$ cat src/hdl/ird_pkg.sv
// Shared constants and table functions for the IR ring direction estimator.
`default_nettype none
package ird_pkg;

    localparam int INPUT_BITS    = 16;
    localparam int WINDOW_W      = 16;
    localparam int FIELD_W       = 16;
    localparam int COMP_W        = 17;
    localparam int TRIG_W        = 16;
    localparam int ANGLE_W       = 32;
    localparam int TABLE_STEPS   = 24;
    localparam int GAIN_W        = 30;
    localparam logic [GAIN_W-1:0] GAIN_Q30 = 30'd652032874;
    localparam logic [WINDOW_W-1:0] WINDOW_RESET = 16'd1666;

    // Arctangent of 2^-i in 2^32 units per turn.
    function automatic logic [ANGLE_W-1:0] atan_turn(input logic [4:0] i);
        logic [ANGLE_W-1:0] a;
        case (i)
            5'd0:    a = 32'd536870912;
            5'd1:    a = 32'd316933406;
            5'd2:    a = 32'd167458907;
            5'd3:    a = 32'd85004756;
            5'd4:    a = 32'd42667331;
            5'd5:    a = 32'd21354465;
            5'd6:    a = 32'd10679838;
            5'd7:    a = 32'd5340245;
            5'd8:    a = 32'd2670163;
            5'd9:    a = 32'd1335087;
            5'd10:   a = 32'd667544;
            5'd11:   a = 32'd333772;
            5'd12:   a = 32'd166886;
            5'd13:   a = 32'd83443;
            5'd14:   a = 32'd41722;
            5'd15:   a = 32'd20861;
            5'd16:   a = 32'd10430;
            5'd17:   a = 32'd5215;
            5'd18:   a = 32'd2608;
            5'd19:   a = 32'd1304;
            5'd20:   a = 32'd652;
            5'd21:   a = 32'd326;
            5'd22:   a = 32'd163;
            5'd23:   a = 32'd81;
            default: a = 32'd0;
        endcase
        return a;
    endfunction

    // Q1.15 {cos, sin} of a binary angle, for elaboration-time tables.
    function automatic logic [2*TRIG_W-1:0] unit_cs(input logic [ANGLE_W-1:0] theta);
        longint x;
        longint y;
        longint z;
        longint nx;
        longint c;
        longint s;
        logic [ANGLE_W-1:0] th;
        bit flip;
        th   = theta;
        flip = 1'b0;
        if (((th + 32'h4000_0000) & 32'h8000_0000) != 32'd0) begin
            th   = th - 32'h8000_0000;
            flip = 1'b1;
        end
        z = longint'($signed(th));
        x = longint'(GAIN_Q30);
        y = 0;
        for (int i = 0; i < TABLE_STEPS; i++) begin
            if (z >= 0) begin
                nx = x - (y >>> i);
                y  = y + (x >>> i);
                z  = z - longint'(atan_turn(5'(i)));
            end else begin
                nx = x + (y >>> i);
                y  = y - (x >>> i);
                z  = z + longint'(atan_turn(5'(i)));
            end
            x = nx;
        end
        if (flip) begin
            x = -x;
            y = -y;
        end
        c = (x + 16384) >>> 15;
        s = (y + 16384) >>> 15;
        if (c > 32767) c = 32767;
        if (c < -32767) c = -32767;
        if (s > 32767) s = 32767;
        if (s < -32767) s = -32767;
        return {c[TRIG_W-1:0], s[TRIG_W-1:0]};
    endfunction

endpackage
`default_nettype wire

$ cat src/hdl/ird_front.sv
// Front end: per-sensor hit counters, window timing and snapshot push.
`default_nettype none
module ird_front #(
    parameter int NUM_SENSORS = 16,
    parameter int COUNT_WIDTH = 16
) (
    input  wire logic                                   aclk,
    input  wire logic                                   aresetn,
    input  wire logic                                   cfg_wr_en,
    input  wire logic [ird_pkg::WINDOW_W-1:0]           cfg_wr_data,
    input  wire logic                                   s_valid,
    output logic                                        s_ready,
    input  wire logic [ird_pkg::INPUT_BITS-1:0]         s_sensor_levels,
    input  wire logic                                   q_full,
    output logic                                        q_push,
    output logic [NUM_SENSORS*COUNT_WIDTH-1:0]          q_push_data
);
    import ird_pkg::*;

    logic [WINDOW_W-1:0]    window_reg;
    logic [WINDOW_W-1:0]    tick_reg;
    logic [WINDOW_W-1:0]    tick_next;
    logic [WINDOW_W-1:0]    limit;
    logic [COUNT_WIDTH-1:0] count_reg  [NUM_SENSORS];
    logic [COUNT_WIDTH-1:0] count_next [NUM_SENSORS];
    logic                   accept;
    logic                   window_end;

    assign s_ready    = !q_full;
    assign accept     = s_valid && s_ready;
    assign tick_next  = tick_reg + 1'b1;
    assign limit      = (window_reg == '0) ? WINDOW_W'(1) : window_reg;
    assign window_end = (tick_next >= limit);
    assign q_push     = accept && window_end;

    for (genvar k = 0; k < NUM_SENSORS; k++) begin : g_count
        if (k < INPUT_BITS) begin : g_live
            // count a low level, hold at full scale
            assign count_next[k] = (!s_sensor_levels[k] && !(&count_reg[k]))
                                   ? count_reg[k] + 1'b1 : count_reg[k];
        end else begin : g_dead
            assign count_next[k] = count_reg[k];
        end
        assign q_push_data[k*COUNT_WIDTH +: COUNT_WIDTH] = count_next[k];
    end

    always_ff @(posedge aclk) begin
        if (!aresetn) begin
            window_reg <= WINDOW_RESET;
        end else if (cfg_wr_en) begin
            window_reg <= cfg_wr_data;
        end
    end

    always_ff @(posedge aclk) begin
        if (!aresetn) begin
            tick_reg <= '0;
            for (int k = 0; k < NUM_SENSORS; k++) count_reg[k] <= '0;
        end else if (accept) begin
            tick_reg <= window_end ? '0 : tick_next;
            for (int k = 0; k < NUM_SENSORS; k++)
                count_reg[k] <= window_end ? '0 : count_next[k];
        end
    end

endmodule
`default_nettype wire

$ cat src/hdl/ird_queue.sv
// Two-entry queue of count snapshots between front and back.
`default_nettype none
module ird_queue #(
    parameter int WIDTH = 256
) (
    input  wire logic             aclk,
    input  wire logic             aresetn,
    input  wire logic             push,
    input  wire logic [WIDTH-1:0] push_data,
    input  wire logic             pop,
    output logic                  full,
    output logic                  not_empty,
    output logic [WIDTH-1:0]      head_data
);
    logic [WIDTH-1:0] slot_reg [2];
    logic             wr_ptr_reg;
    logic             rd_ptr_reg;
    logic [1:0]       fill_reg;

    assign full      = (fill_reg == 2'd2);
    assign not_empty = (fill_reg != 2'd0);
    assign head_data = slot_reg[rd_ptr_reg];

    always_ff @(posedge aclk) begin
        if (push) slot_reg[wr_ptr_reg] <= push_data;
    end

    always_ff @(posedge aclk) begin
        if (!aresetn) begin
            wr_ptr_reg <= 1'b0;
            rd_ptr_reg <= 1'b0;
            fill_reg   <= 2'd0;
        end else begin
            if (push) wr_ptr_reg <= !wr_ptr_reg;
            if (pop)  rd_ptr_reg <= !rd_ptr_reg;
            case ({push, pop})
                2'b10:   fill_reg <= fill_reg + 2'd1;
                2'b01:   fill_reg <= fill_reg - 2'd1;
                default: fill_reg <= fill_reg;
            endcase
        end
    end

endmodule
`default_nettype wire

$ cat src/hdl/ird_back.sv
// Back end: weighted sum, vectoring CORDIC, magnitude scaling, result register.
`default_nettype none
module ird_back #(
    parameter int NUM_SENSORS  = 16,
    parameter int COUNT_WIDTH  = 16,
    parameter int CORDIC_STEPS = 16
) (
    input  wire logic                                  aclk,
    input  wire logic                                  aresetn,
    input  wire logic                                  q_not_empty,
    input  wire logic [NUM_SENSORS*COUNT_WIDTH-1:0]    q_head_data,
    output logic                                       q_pop,
    output logic                                       m_valid,
    input  wire logic                                  m_ready,
    output logic [ird_pkg::FIELD_W-1:0]                m_direction,
    output logic [ird_pkg::FIELD_W-1:0]                m_magnitude,
    output logic signed [ird_pkg::COMP_W-1:0]          m_x_component,
    output logic signed [ird_pkg::COMP_W-1:0]          m_y_component
);
    import ird_pkg::*;

    localparam int IDX_W  = $clog2(NUM_SENSORS);
    localparam int STEP_W = $clog2(NUM_SENSORS + 1);
    localparam int ITER_W = $clog2(CORDIC_STEPS);
    localparam int PROD_W = COUNT_WIDTH + 1 + TRIG_W;
    localparam int ACC_W  = PROD_W + IDX_W + 1;
    localparam int CW     = 35;
    localparam int HALF_W = (CW - 1) / 2;
    localparam logic [ANGLE_W-1:0] ANG_STEP = 32'(64'h1_0000_0000 / NUM_SENSORS);
    localparam logic signed [ACC_W-1:0] LIM_POS = ACC_W'(65535);
    localparam logic signed [ACC_W-1:0] LIM_NEG = -ACC_W'(65535);

    typedef enum logic [6:0] {
        S_IDLE = 7'b0000001,
        S_SUM  = 7'b0000010,
        S_PREP = 7'b0000100,
        S_ROT  = 7'b0001000,
        S_MAG0 = 7'b0010000,
        S_MAG1 = 7'b0100000,
        S_FIN  = 7'b1000000
    } state_t;

    logic signed [TRIG_W-1:0] cos_tab [NUM_SENSORS];
    logic signed [TRIG_W-1:0] sin_tab [NUM_SENSORS];

    for (genvar k = 0; k < NUM_SENSORS; k++) begin : g_tab
        localparam logic [2*TRIG_W-1:0] CS =
            ird_pkg::unit_cs(32'h3000_0000 - 32'(k) * ANG_STEP);
        assign cos_tab[k] = CS[2*TRIG_W-1:TRIG_W];
        assign sin_tab[k] = CS[TRIG_W-1:0];
    end

    state_t                    state_reg, state_next;
    logic [STEP_W-1:0]         step_reg, step_next;
    logic [ITER_W-1:0]         iter_reg, iter_next;
    logic signed [PROD_W-1:0]  px_reg, px_next, py_reg, py_next;
    logic signed [ACC_W-1:0]   ax_reg, ax_next, ay_reg, ay_next;
    logic signed [COMP_W-1:0]  xc_reg, xc_next, yc_reg, yc_next;
    logic signed [CW-1:0]      x_reg, x_next, y_reg, y_next;
    logic [ANGLE_W-1:0]        z_reg, z_next;
    logic [63:0]               mag_reg, mag_next;
    logic                      m_valid_reg, m_valid_next;
    logic [FIELD_W-1:0]        dir_reg, dir_next, magn_reg, magn_next;
    logic signed [COMP_W-1:0]  mx_reg, mx_next, my_reg, my_next;

    logic [IDX_W-1:0]          idx;
    logic [COUNT_WIDTH-1:0]    cnt;
    logic signed [ACC_W-1:0]   shx, shy;
    logic signed [COMP_W-1:0]  cx, cy;
    logic signed [CW-1:0]      x0, y0, dx, dy;
    logic [ANGLE_W-1:0]        atan_i;
    logic [CW-2:0]             xpos;
    logic [HALF_W-1:0]         mul_in;
    logic [HALF_W+GAIN_W-1:0]  mul_prod;
    logic [63:0]               mag_round;
    logic [19:0]               mag_top;
    logic                      out_free;

    assign idx      = step_reg[IDX_W-1:0];
    assign cnt      = q_head_data[idx*COUNT_WIDTH +: COUNT_WIDTH];
    assign shx      = ax_reg >>> 19;
    assign shy      = ay_reg >>> 19;
    assign cx       = (shx > LIM_POS) ? COMP_W'(65535) :
                      (shx < LIM_NEG) ? -COMP_W'(65535) : shx[COMP_W-1:0];
    assign cy       = (shy > LIM_POS) ? COMP_W'(65535) :
                      (shy < LIM_NEG) ? -COMP_W'(65535) : shy[COMP_W-1:0];
    assign x0       = {{(CW-COMP_W-14){cx[COMP_W-1]}}, cx, 14'b0};
    assign y0       = {{(CW-COMP_W-14){cy[COMP_W-1]}}, cy, 14'b0};
    assign dx       = x_reg >>> iter_reg;
    assign dy       = y_reg >>> iter_reg;
    assign atan_i   = atan_turn(5'(iter_reg));
    assign xpos     = x_reg[CW-1] ? '0 : x_reg[CW-2:0];
    // low half of the length first, high half on the next cycle
    assign mul_in   = (state_reg == S_MAG0) ? xpos[HALF_W-1:0] : xpos[CW-2:HALF_W];
    assign mul_prod = mul_in * GAIN_Q30;
    assign mag_round = mag_reg + 64'h0000_0800_0000_0000;
    assign mag_top  = mag_round[63:44];
    assign out_free = !m_valid_reg || m_ready;

    assign m_valid       = m_valid_reg;
    assign m_direction   = dir_reg;
    assign m_magnitude   = magn_reg;
    assign m_x_component = mx_reg;
    assign m_y_component = my_reg;

    always_comb begin
        state_next   = state_reg;
        step_next    = step_reg;
        iter_next    = iter_reg;
        px_next      = px_reg;
        py_next      = py_reg;
        ax_next      = ax_reg;
        ay_next      = ay_reg;
        xc_next      = xc_reg;
        yc_next      = yc_reg;
        x_next       = x_reg;
        y_next       = y_reg;
        z_next       = z_reg;
        mag_next     = mag_reg;
        dir_next     = dir_reg;
        magn_next    = magn_reg;
        mx_next      = mx_reg;
        my_next      = my_reg;
        m_valid_next = m_valid_reg && !m_ready;
        q_pop        = 1'b0;
        case (state_reg)
            S_IDLE: begin
                if (q_not_empty) begin
                    step_next  = '0;
                    ax_next    = '0;
                    ay_next    = '0;
                    state_next = S_SUM;
                end
            end
            S_SUM: begin
                // multiply this sensor, add the previous product
                px_next = $signed({1'b0, cnt}) * cos_tab[idx];
                py_next = $signed({1'b0, cnt}) * sin_tab[idx];
                if (step_reg != '0) begin
                    ax_next = ax_reg + ACC_W'(px_reg);
                    ay_next = ay_reg + ACC_W'(py_reg);
                end
                step_next = step_reg + 1'b1;
                if (step_reg == STEP_W'(NUM_SENSORS)) begin
                    q_pop      = 1'b1;
                    state_next = S_PREP;
                end
            end
            S_PREP: begin
                xc_next = cx;
                yc_next = cy;
                iter_next = '0;
                if (cx == '0 && cy == '0) begin
                    z_next     = '0;
                    mag_next   = '0;
                    state_next = S_FIN;
                end else if (cx[COMP_W-1]) begin
                    x_next     = -x0;
                    y_next     = -y0;
                    z_next     = 32'h8000_0000;
                    state_next = S_ROT;
                end else begin
                    x_next     = x0;
                    y_next     = y0;
                    z_next     = '0;
                    state_next = S_ROT;
                end
            end
            S_ROT: begin
                // rotate toward the x axis
                if (!y_reg[CW-1]) begin
                    x_next = x_reg + dy;
                    y_next = y_reg - dx;
                    z_next = z_reg + atan_i;
                end else begin
                    x_next = x_reg - dy;
                    y_next = y_reg + dx;
                    z_next = z_reg - atan_i;
                end
                iter_next = iter_reg + 1'b1;
                if (iter_reg == ITER_W'(CORDIC_STEPS - 1)) state_next = S_MAG0;
            end
            S_MAG0: begin
                mag_next   = 64'(mul_prod);
                state_next = S_MAG1;
            end
            S_MAG1: begin
                mag_next   = mag_reg + (64'(mul_prod) << HALF_W);
                state_next = S_FIN;
            end
            S_FIN: begin
                // hold until the result register is free
                if (out_free) begin
                    m_valid_next = 1'b1;
                    dir_next     = 16'((z_reg + 32'h0000_8000) >> 16);
                    magn_next    = (mag_top > 20'd65535) ? 16'hFFFF : mag_top[FIELD_W-1:0];
                    mx_next      = xc_reg;
                    my_next      = yc_reg;
                    state_next   = S_IDLE;
                end
            end
            default: state_next = S_IDLE;
        endcase
    end

    always_ff @(posedge aclk) begin
        if (!aresetn) begin
            state_reg   <= S_IDLE;
            m_valid_reg <= 1'b0;
            step_reg    <= '0;
            iter_reg    <= '0;
        end else begin
            state_reg   <= state_next;
            m_valid_reg <= m_valid_next;
            step_reg    <= step_next;
            iter_reg    <= iter_next;
        end
    end

    always_ff @(posedge aclk) begin
        px_reg   <= px_next;
        py_reg   <= py_next;
        ax_reg   <= ax_next;
        ay_reg   <= ay_next;
        xc_reg   <= xc_next;
        yc_reg   <= yc_next;
        x_reg    <= x_next;
        y_reg    <= y_next;
        z_reg    <= z_next;
        mag_reg  <= mag_next;
        dir_reg  <= dir_next;
        magn_reg <= magn_next;
        mx_reg   <= mx_next;
        my_reg   <= my_next;
    end

`ifndef NO_ASSERTIONS
    a_pop_has_entry: assert property (@(posedge aclk) disable iff (!aresetn)
        q_pop |-> q_not_empty)
        else $error("snapshot popped from empty queue");
    a_iter_range: assert property (@(posedge aclk) disable iff (!aresetn)
        state_reg == S_ROT |-> iter_reg <= ITER_W'(CORDIC_STEPS - 1))
        else $error("rotation count out of range");
    a_zero_vector: assert property (@(posedge aclk) disable iff (!aresetn)
        m_valid_reg && mx_reg == '0 && my_reg == '0 |-> dir_reg == '0 && magn_reg == '0)
        else $error("zero vector gave nonzero angle or length");
    a_no_overwrite: assert property (@(posedge aclk) disable iff (!aresetn)
        m_valid_reg && !m_ready |=> m_valid_reg)
        else $error("pending result dropped");
`endif

endmodule
`default_nettype wire

$ cat src/hdl/ir_ring_direction_estimator_core.sv
// Top level of the IR ring direction estimator.
//
//  channel   ports                          beat
//  config    cfg_wr_en / cfg_wr_data        window length, no handshake
//  input     s_valid / s_ready              one sample of 16 sensor levels
//  output    m_valid / m_ready              direction, magnitude, x, y
//
// A sample beat is counted as it is accepted; s_ready drops only while both queue slots hold
// unprocessed windows. Each window then passes the start, summing, prepare, rotation,
// scaling and output states in that order; summing reuses one multiplier pair for every
// sensor, rotation reuses the single CORDIC stage, and the output state waits for a free
// result register. Reset (aresetn, synchronous) clears counters, tick count, queue and
// result valid and loads window length 1666.
`default_nettype none
module ir_ring_direction_estimator_core #(
    parameter int NUM_SENSORS  = 16,
    parameter int COUNT_WIDTH  = 16,
    parameter int CORDIC_STEPS = 16
) (
    input  wire logic                                aclk,
    input  wire logic                                aresetn,
    input  wire logic                                cfg_wr_en,
    input  wire logic [ird_pkg::WINDOW_W-1:0]        cfg_wr_data,
    input  wire logic                                s_valid,
    output logic                                     s_ready,
    input  wire logic [ird_pkg::INPUT_BITS-1:0]      s_sensor_levels,
    output logic                                     m_valid,
    input  wire logic                                m_ready,
    output logic [ird_pkg::FIELD_W-1:0]              m_direction,
    output logic [ird_pkg::FIELD_W-1:0]              m_magnitude,
    output logic signed [ird_pkg::COMP_W-1:0]        m_x_component,
    output logic signed [ird_pkg::COMP_W-1:0]        m_y_component
);
    import ird_pkg::*;

    localparam int SNAP_W = NUM_SENSORS * COUNT_WIDTH;

    logic              q_push;
    logic [SNAP_W-1:0] q_push_data;
    logic              q_pop;
    logic              q_full;
    logic              q_not_empty;
    logic [SNAP_W-1:0] q_head_data;

    ird_front #(
        .NUM_SENSORS (NUM_SENSORS),
        .COUNT_WIDTH (COUNT_WIDTH)
    ) u_front (
        .aclk            (aclk),
        .aresetn         (aresetn),
        .cfg_wr_en       (cfg_wr_en),
        .cfg_wr_data     (cfg_wr_data),
        .s_valid         (s_valid),
        .s_ready         (s_ready),
        .s_sensor_levels (s_sensor_levels),
        .q_full          (q_full),
        .q_push          (q_push),
        .q_push_data     (q_push_data)
    );

    ird_queue #(
        .WIDTH (SNAP_W)
    ) u_queue (
        .aclk      (aclk),
        .aresetn   (aresetn),
        .push      (q_push),
        .push_data (q_push_data),
        .pop       (q_pop),
        .full      (q_full),
        .not_empty (q_not_empty),
        .head_data (q_head_data)
    );

    ird_back #(
        .NUM_SENSORS  (NUM_SENSORS),
        .COUNT_WIDTH  (COUNT_WIDTH),
        .CORDIC_STEPS (CORDIC_STEPS)
    ) u_back (
        .aclk          (aclk),
        .aresetn       (aresetn),
        .q_not_empty   (q_not_empty),
        .q_head_data   (q_head_data),
        .q_pop         (q_pop),
        .m_valid       (m_valid),
        .m_ready       (m_ready),
        .m_direction   (m_direction),
        .m_magnitude   (m_magnitude),
        .m_x_component (m_x_component),
        .m_y_component (m_y_component)
    );

endmodule
`default_nettype wire

$ cat config.mk
export PLATFORM = sky130hd
export DESIGN_NAME = ir_ring_direction_estimator_core
export DESIGN_NICKNAME = d
export VERILOG_FILES = /design/src/hdl/ird_pkg.sv /design/src/hdl/ird_front.sv /design/src/hdl/ird_queue.sv /design/src/hdl/ird_back.sv /design/src/hdl/ir_ring_direction_estimator_core.sv
export SDC_FILE = /design/constraint.sdc
export NUM_CORES = 2
export LEC_CHECK = 0
export ABC_CLOCK_PERIOD_IN_PS = 37000
export BUFFER_PORTS_ARGS = -buffer_cell sky130_fd_sc_hd__buf_2
export CAP_MARGIN = 5
export CORE_MARGIN = 1.5
export CORE_UTILIZATION = 60
export CTS_CLUSTER_DIAMETER = 150
export DETAILED_ROUTE_END_ITERATION = 7
export PLACE_DENSITY = 0.76
export SLEW_MARGIN = 20
export SYNTH_ARGS = -nofsm -noshare
export SYNTH_HDL_FRONTEND = slang
export SYNTH_SLANG_ARGS = --single-unit
$ cat constraint.sdc
create_clock -name aclk -period 37 [get_ports aclk]
set_input_delay 1.85 -clock aclk [delete_from_list [all_inputs] [get_ports aclk]]
set_output_delay 1.85 -clock aclk [all_outputs]
set_load 0.01 [all_outputs]
# ---- Word-level counts from Yosys, hierarchy flattened
# Memories as Yosys holds them, arrays and structs flattened. A register that Yosys moved wholly into a read port is not among the register bits.
# Index checks and enable logic that the tools add are counted.
dict set report op_classes {
  mul 3
  n_mux 103
  shifts 3
  n_eq_ne 19
  bitwise_logic 17
  add_sub_neg 34
  n_reduce_logical 89
  order_cmp 7
}
# cell count
set ops {}
lappend ops {{$mux W16} 54}
lappend ops {{$add A16 B1 Y16 const B} 17}
lappend ops {{$reduce_and A16 Y1} 16}
lappend ops {{$shiftx A256 B9 Y16} 1}
lappend ops {{$mux W35} 6}
lappend ops {{$pmux W64 S3} 1}
lappend ops {{$pmux W38 S2} 2}
lappend ops {{$pmux W35 S2} 2}
lappend ops {{$mux W38} 3}
lappend ops {{$mux W32} 3}
lappend ops {{$mux W17} 5}
lappend ops {{$add A38 B33 Y38} 2}
lappend ops {{$add A35 B35 Y35} 2}
lappend ops {{$neg A31 Y35} 2}
lappend ops {{$sshr A35 B4 Y35} 2}
lappend ops {{$sub A35 B35 Y35} 2}
lappend ops {{$mul A17 B16 Y33} 2}
lappend ops {{$add A64 B44 Y64 const B} 1}
lappend ops {{$add A64 B64 Y64} 1}
lappend ops {{$mux W64} 1}
lappend ops {{$pmux W32 S2} 1}
lappend ops {{$pmux W7 S7} 1}
lappend ops {{$mul A17 B29 Y46 const B} 1}
lappend ops {{$gt A19 B17 Y1 const B} 2}
lappend ops {{45 further kinds} 145}
dict set report word_totals {
  regBits 461
  output_inout_bits 68
  in_bits 37
  mem_count 5
  romBits 992
  ram_bits 768
}
# memory words width read_ports rd_ports_with_merged_regs write_ports line_no
set memory_table {}
lappend memory_table {u_queue.slot_reg 2 256 1 1 1 ird_queue.sv:15} ;# logic [WIDTH-1:0] slot_reg [2];
lappend memory_table {{(no name shown)} 16 30 1 1 0 ird_pkg.sv:19} ;# case (i)
lappend memory_table {{(no name shown)} 16 16 1 0 0 ird_back.sv:138} ;# py_next = $signed({1'b0, cnt}) * sin_tab[idx];
lappend memory_table {{(no name shown)} 16 16 1 0 0 ird_back.sv:137} ;# px_next = $signed({1'b0, cnt}) * cos_tab[idx];
lappend memory_table {u_front.count_reg 16 16 16 0 16 ird_front.sv:24} ;# logic [COUNT_WIDTH-1:0] count_reg [NUM_SENSORS];

# ---- Longest topological paths before layout
dict set report logic_depth {
  word_depth 7
  mapped_depth 42
  mapped_depth_nobuf 39
}

# ---- By module
# From an unflattened synthesis, not the netlist that was laid out.
dict set report unflattened {
  hier_cells 8964
  hier_area_um2 96623.9
}
# mod cells_per_inst area_per_inst_um2 instances seq_area_each_um2
set by_module_without_submodules {}
lappend by_module_without_submodules {ird_back 6574 61083.6 1 12652.1}
lappend by_module_without_submodules {ird_queue 818 18774.3 1 15474.8}
lappend by_module_without_submodules {ird_front 1572 16766.1 1 8328.0}

# ---- Worst setup path before layout
# No wires, ideal clock.
dict set report synth_timing {
  kind {register to register}
  start {register u_front.tick_reg[0]}
  end {memory u_queue.slot_reg[1][0], enable pin}
  n_path_buf 1
  t_arrival_ns 13.298
  setup_slack_ns 22.824
  stages_incl_launch_ff 15
  t_required_ns 36.122
  setup_ns 0.878
  cell_sequence {dfxtp_1 ha_1 nand3_1 nor2_1 and3_1 and3_1 clkbuf_1 nand3_1 xnor2_1 ha_1 and4_1 o2111ai_1 o211ai_1 nand3_1 nor2_1}
}
dict set report synth_via {
  elab_chain_cells 5
}
# element line_no
set synth_lines {}
lappend synth_lines {{from (decl)} ird_front.sv:21} ;# logic [WINDOW_W-1:0] tick_reg;
lappend synth_lines {{from (signal assigned)} ird_front.sv:60} ;# tick_reg <= window_end ? '0 : tick_next;
lappend synth_lines {{$add A16 B1 Y16} ird_front.sv:31} ;# assign tick_next = tick_reg + 1'b1;
lappend synth_lines {{$ge A16 B16 Y1} ird_front.sv:33} ;# assign window_end = (tick_next >= limit);
lappend synth_lines {{$logic_and A1 B1 Y1} ird_front.sv:34} ;# assign q_push = accept && window_end;
lappend synth_lines {{$mux W1} ird_queue.sv:25} ;# if (push) slot_reg[wr_ptr_reg] <= push_data;
lappend synth_lines {{$mux W1 (implied by the code)} ird_queue.sv:25}
lappend synth_lines {{to (decl)} ird_queue.sv:15}
# No other way between the ends.

# ---- Final worst setup path
dict set report layout_timing {
  start {register u_back.state_reg[6]}
  end {register u_back.mag_reg[60] (data pin)}
}
dict set report layout_via {
  elab_chain_cells 5
}
# element line_no
set layout_lines {}
lappend layout_lines {{from (decl)} ird_back.sv:53} ;# state_t state_reg, state_next;
lappend layout_lines {{from (signal assigned)} ird_back.sv:213} ;# state_reg <= state_next;
lappend layout_lines {{$eq A7 B5 Y1} {ird_back.sv:94, ird_back.sv:126}}
lappend layout_lines {{$mux W17} ird_back.sv:94} ;# assign mul_in = (state_reg == S_MAG0) ? xpos[HALF_W-1:0] : xpos[CW-2:HALF_W];
lappend layout_lines {{$mul A17 B29 Y46} ird_back.sv:95} ;# assign mul_prod = mul_in * GAIN_Q30;
lappend layout_lines {{$add A64 B64 Y64} ird_back.sv:188} ;# mag_next = mag_reg + (64'(mul_prod) << HALF_W);
lappend layout_lines {{$pmux W64 S3 *} ird_back.sv:126} ;# case (state_reg)
lappend layout_lines {{to (signal assigned)} ird_back.sv:230} ;# mag_reg <= mag_next;
lappend layout_lines {{to (decl)} ird_back.sv:61} ;# logic [63:0] mag_reg, mag_next;
# Mark *: on every way between the ends. The rest lies on a longest branch, timed or not.
# A chain may end at the register's enable or synchronous reset.

==> results.cfg <==
[status]
outcome = complete, no violations

[logic_synthesis]
synth_seq_cells = 1242
synth.avg_cell_area_um2 = 11.04
yosys_warnings = 0
netlist_instances = 8603
synthArstFlopShare_pct = 0
seq_area_frac_synth_pct = 38.38
synth_top_area_share_pct = 36.61
synth.cell_area_um2 = 94970
yosysMostFrequentCell = edfxtp_1
synth_common_cells = edfxtp_1 (1158), inv_1 (880), nor2_1 (726)
synth_cell_type_count = 93
ys.flop_type = edfxtp_1
syn_nets = 9909
synth_edf_count = 1158
ys_top_cells_by_area = edfxtp_1 (37%), fa_1 (12%), ha_1 (9.0%)
synth_top_area_cell = edfxtp_1

[grt]
grt_overflow_total = 0
antenna_found_initial = 1
grt_pass1_vias = 67560
grt_pass1_wl_um = 376900
grt_max_degree = 130
track_usage_pct = 29.85

[finish]
area_growth_pct = 7.558
diodes = 0
largest_reg_flops = 512
n_fill_cell = 11850
multi_input_area_um2 = 54070
drive_above_1_share_pct = 9.643
fin_nets = 9924
seqCellArea_um2 = 36480
final_cell_area_um2 = 102200

[detailed_routing]
drcViolationCount = 0
avgViaCountPerCell = 6.144
wl_per_cell_um = 22.15
num_vias = 66220
drtIter0Drc = 5789
final_antenna_net_count = 0
drtPass1Iterations = 6
totalWireLength_um = 238800

[run]
max-cap-violations = 0

[timing]
period_minus_slack_ns = 11.04
setup_viol = 0
setup_tns_ns = 0
tightest_slew_ns = 1.127
hold_violations = 0
rsz0062_at_grt = no
fmax_mhz = 90.57
fin_crit_sh_pct = 29.84
fin_ws_ns = 25.96
relSlewSlack_pct = 24.83
finalMaxSlewViolations = 0
fin_skew_ns = 0.08224
worst_hold_slack_ns = 0.4175

[clocking]
htreeDepth = 4
clockBufferDepth = 3
root_buffer = clkbuf_16
cts_tree = done
cts_sinks = 1242
ctsHoldBuffers = 0
cts_resized = 0
clk_pin_slew_ns = 0.07
postCtsSetupBuffers = 0
cts_buffers = 134
insertion_delay_ns = 0.84

[worst_setup_path]
regToRegSetupSlack_ns = 25.96
arrival_ns = 11.62
cpPeakStageDelay_ns = 1.03
crit_type = flip-flop to flip-flop
critPathLaunch = u_back.state_reg[6]
timing.rr.end = u_back.mag_reg[60]
r2r-start = u_back.state_reg[6]
cp-start-kind = flip-flop
critPathRequiredTime_ns = 37.58
cpMaxStageDelayCell = and3b_2
r2r_cells = 36
cp_max_fo = 44
crit_path_end_kind = flip-flop

[pwr]
peakVddDrop_v = 0.00005042
p_leak_nw = 42.46
power.density_nw_per_um2 = 32.61

[worst_hold_path]
hold_path_depth = 0
holdPathEnd = u_back.m_y_component[1]
worstHoldStart = u_back.yc_reg[1]
hp-class = flip-flop to flip-flop

[placed_design]
hpwl_um = 177100
pre_cts_ws_ns = 26.08
portBuffers = 104
dpl_cell_area_um2 = 97590
place.gp.congestion = 0.9708

[die]
io_pins = 105
die_w_um = 400.9
fp-row-count = 145
die_y_um = 400.9
die-area_um2 = 160700
initial_core_util_pct = 60.59
core_area_um2 = 156800
## logic make-up after synthesis
kind of cell,Yosys count,synth area share [%]
buffers and inverters,1194,4.840
flip-flops,1242,38.38
AND/OR/NAND/NOR,2504,12.95
XOR/XNOR,665,6.133
adder cells (fa/ha/maj),1269,21.33
AO/OA/AOI/OAI,1343,9.103
multiplexers,386,7.260
## worst max-delay path, delay by kind of cell, from the launching register on
kind            cells  cell delay, ns
fa+ha+maj           8            3.77
flops               1            0.33
mux                 1            0.18
buf+inv             6            0.46
simple gates        7            2.30
compound gates     14            3.73
## cell usage in the layout (no fill, tap or decap), drive strengths merged, types with 39 or more instances in the layout
cell type / instances
nor3: 111
nand4: 93
mux4: 234
dfxtp: 84
fa: 583
o21ai: 264
a31oi: 70
nand2b: 81
buf: 188
and4: 39
mux2i: 102
o21bai: 49
a21o: 190
nand2: 587
a211oi: 57
nor2b: 200
nand3: 146
and2: 212
inv: 887
nor2: 726
a21oi: 387
ha: 686
xor2: 271
mux2: 50
xnor2: 394
edfxtp: 1158
or2: 105
and3: 80
o21a: 42
clkbuf: 158
clkinv: 63
## layout make-up
type,instances,area share [%]
Clock buffer,158,3.431
Clock inverter,81,1.001
Inverter,885,3.268
Multi-Input combinational cell,6167,52.93
Sequential cell,1242,35.71
Tap cell,2058,2.521
Timing Repair Buffer,188,1.143
## where the power goes
| group | switching (mW) | leakage (nW) | internal, mW |
|---|---|---|---|
| Combinational | 0.202 | 28.8 | 0.132 |
| Sequential | 0.0352 | 11.5 | 1.59 |
| Clock | 0.604 | 2.18 | 0.769 |
| Total | 0.841 | 42.5 | 2.49 |
## layer usage
metal / part of all wire (%) / GRT usage, %
met1: 41 / 39.09
met2: 49 / 50.52
met3: 6.3 / 4.108
met4: 4.1 / 11.62
met5: 0 / 0
## worst max path at each step
stage | end | slack [ns] | cells after the start
after floorplan | u_queue.slot_reg[1][0] | 22.82 | 14
after global placement | u_back.mag_reg[60] | 26.13 | 36
after detailed placement | u_back.mag_reg[60] | 26.08 | 36
after CTS | u_back.mag_reg[60] | 26.04 | 36
after global routing | u_back.mag_reg[62] | 25.17 | 36
final | u_back.mag_reg[60] | 25.96 | 36
## metrics by stage
stage               instances  utilization, %  total power, mW
floorplan                8603               -            1.893
global placement        10540           62.26            1.966
detailed placement      10540           62.26            1.980
CTS                     10780           65.15            3.348
global route            10780           65.17            3.444
finish                  10780           65.17            3.331
(Power assumes the default switching activity.)
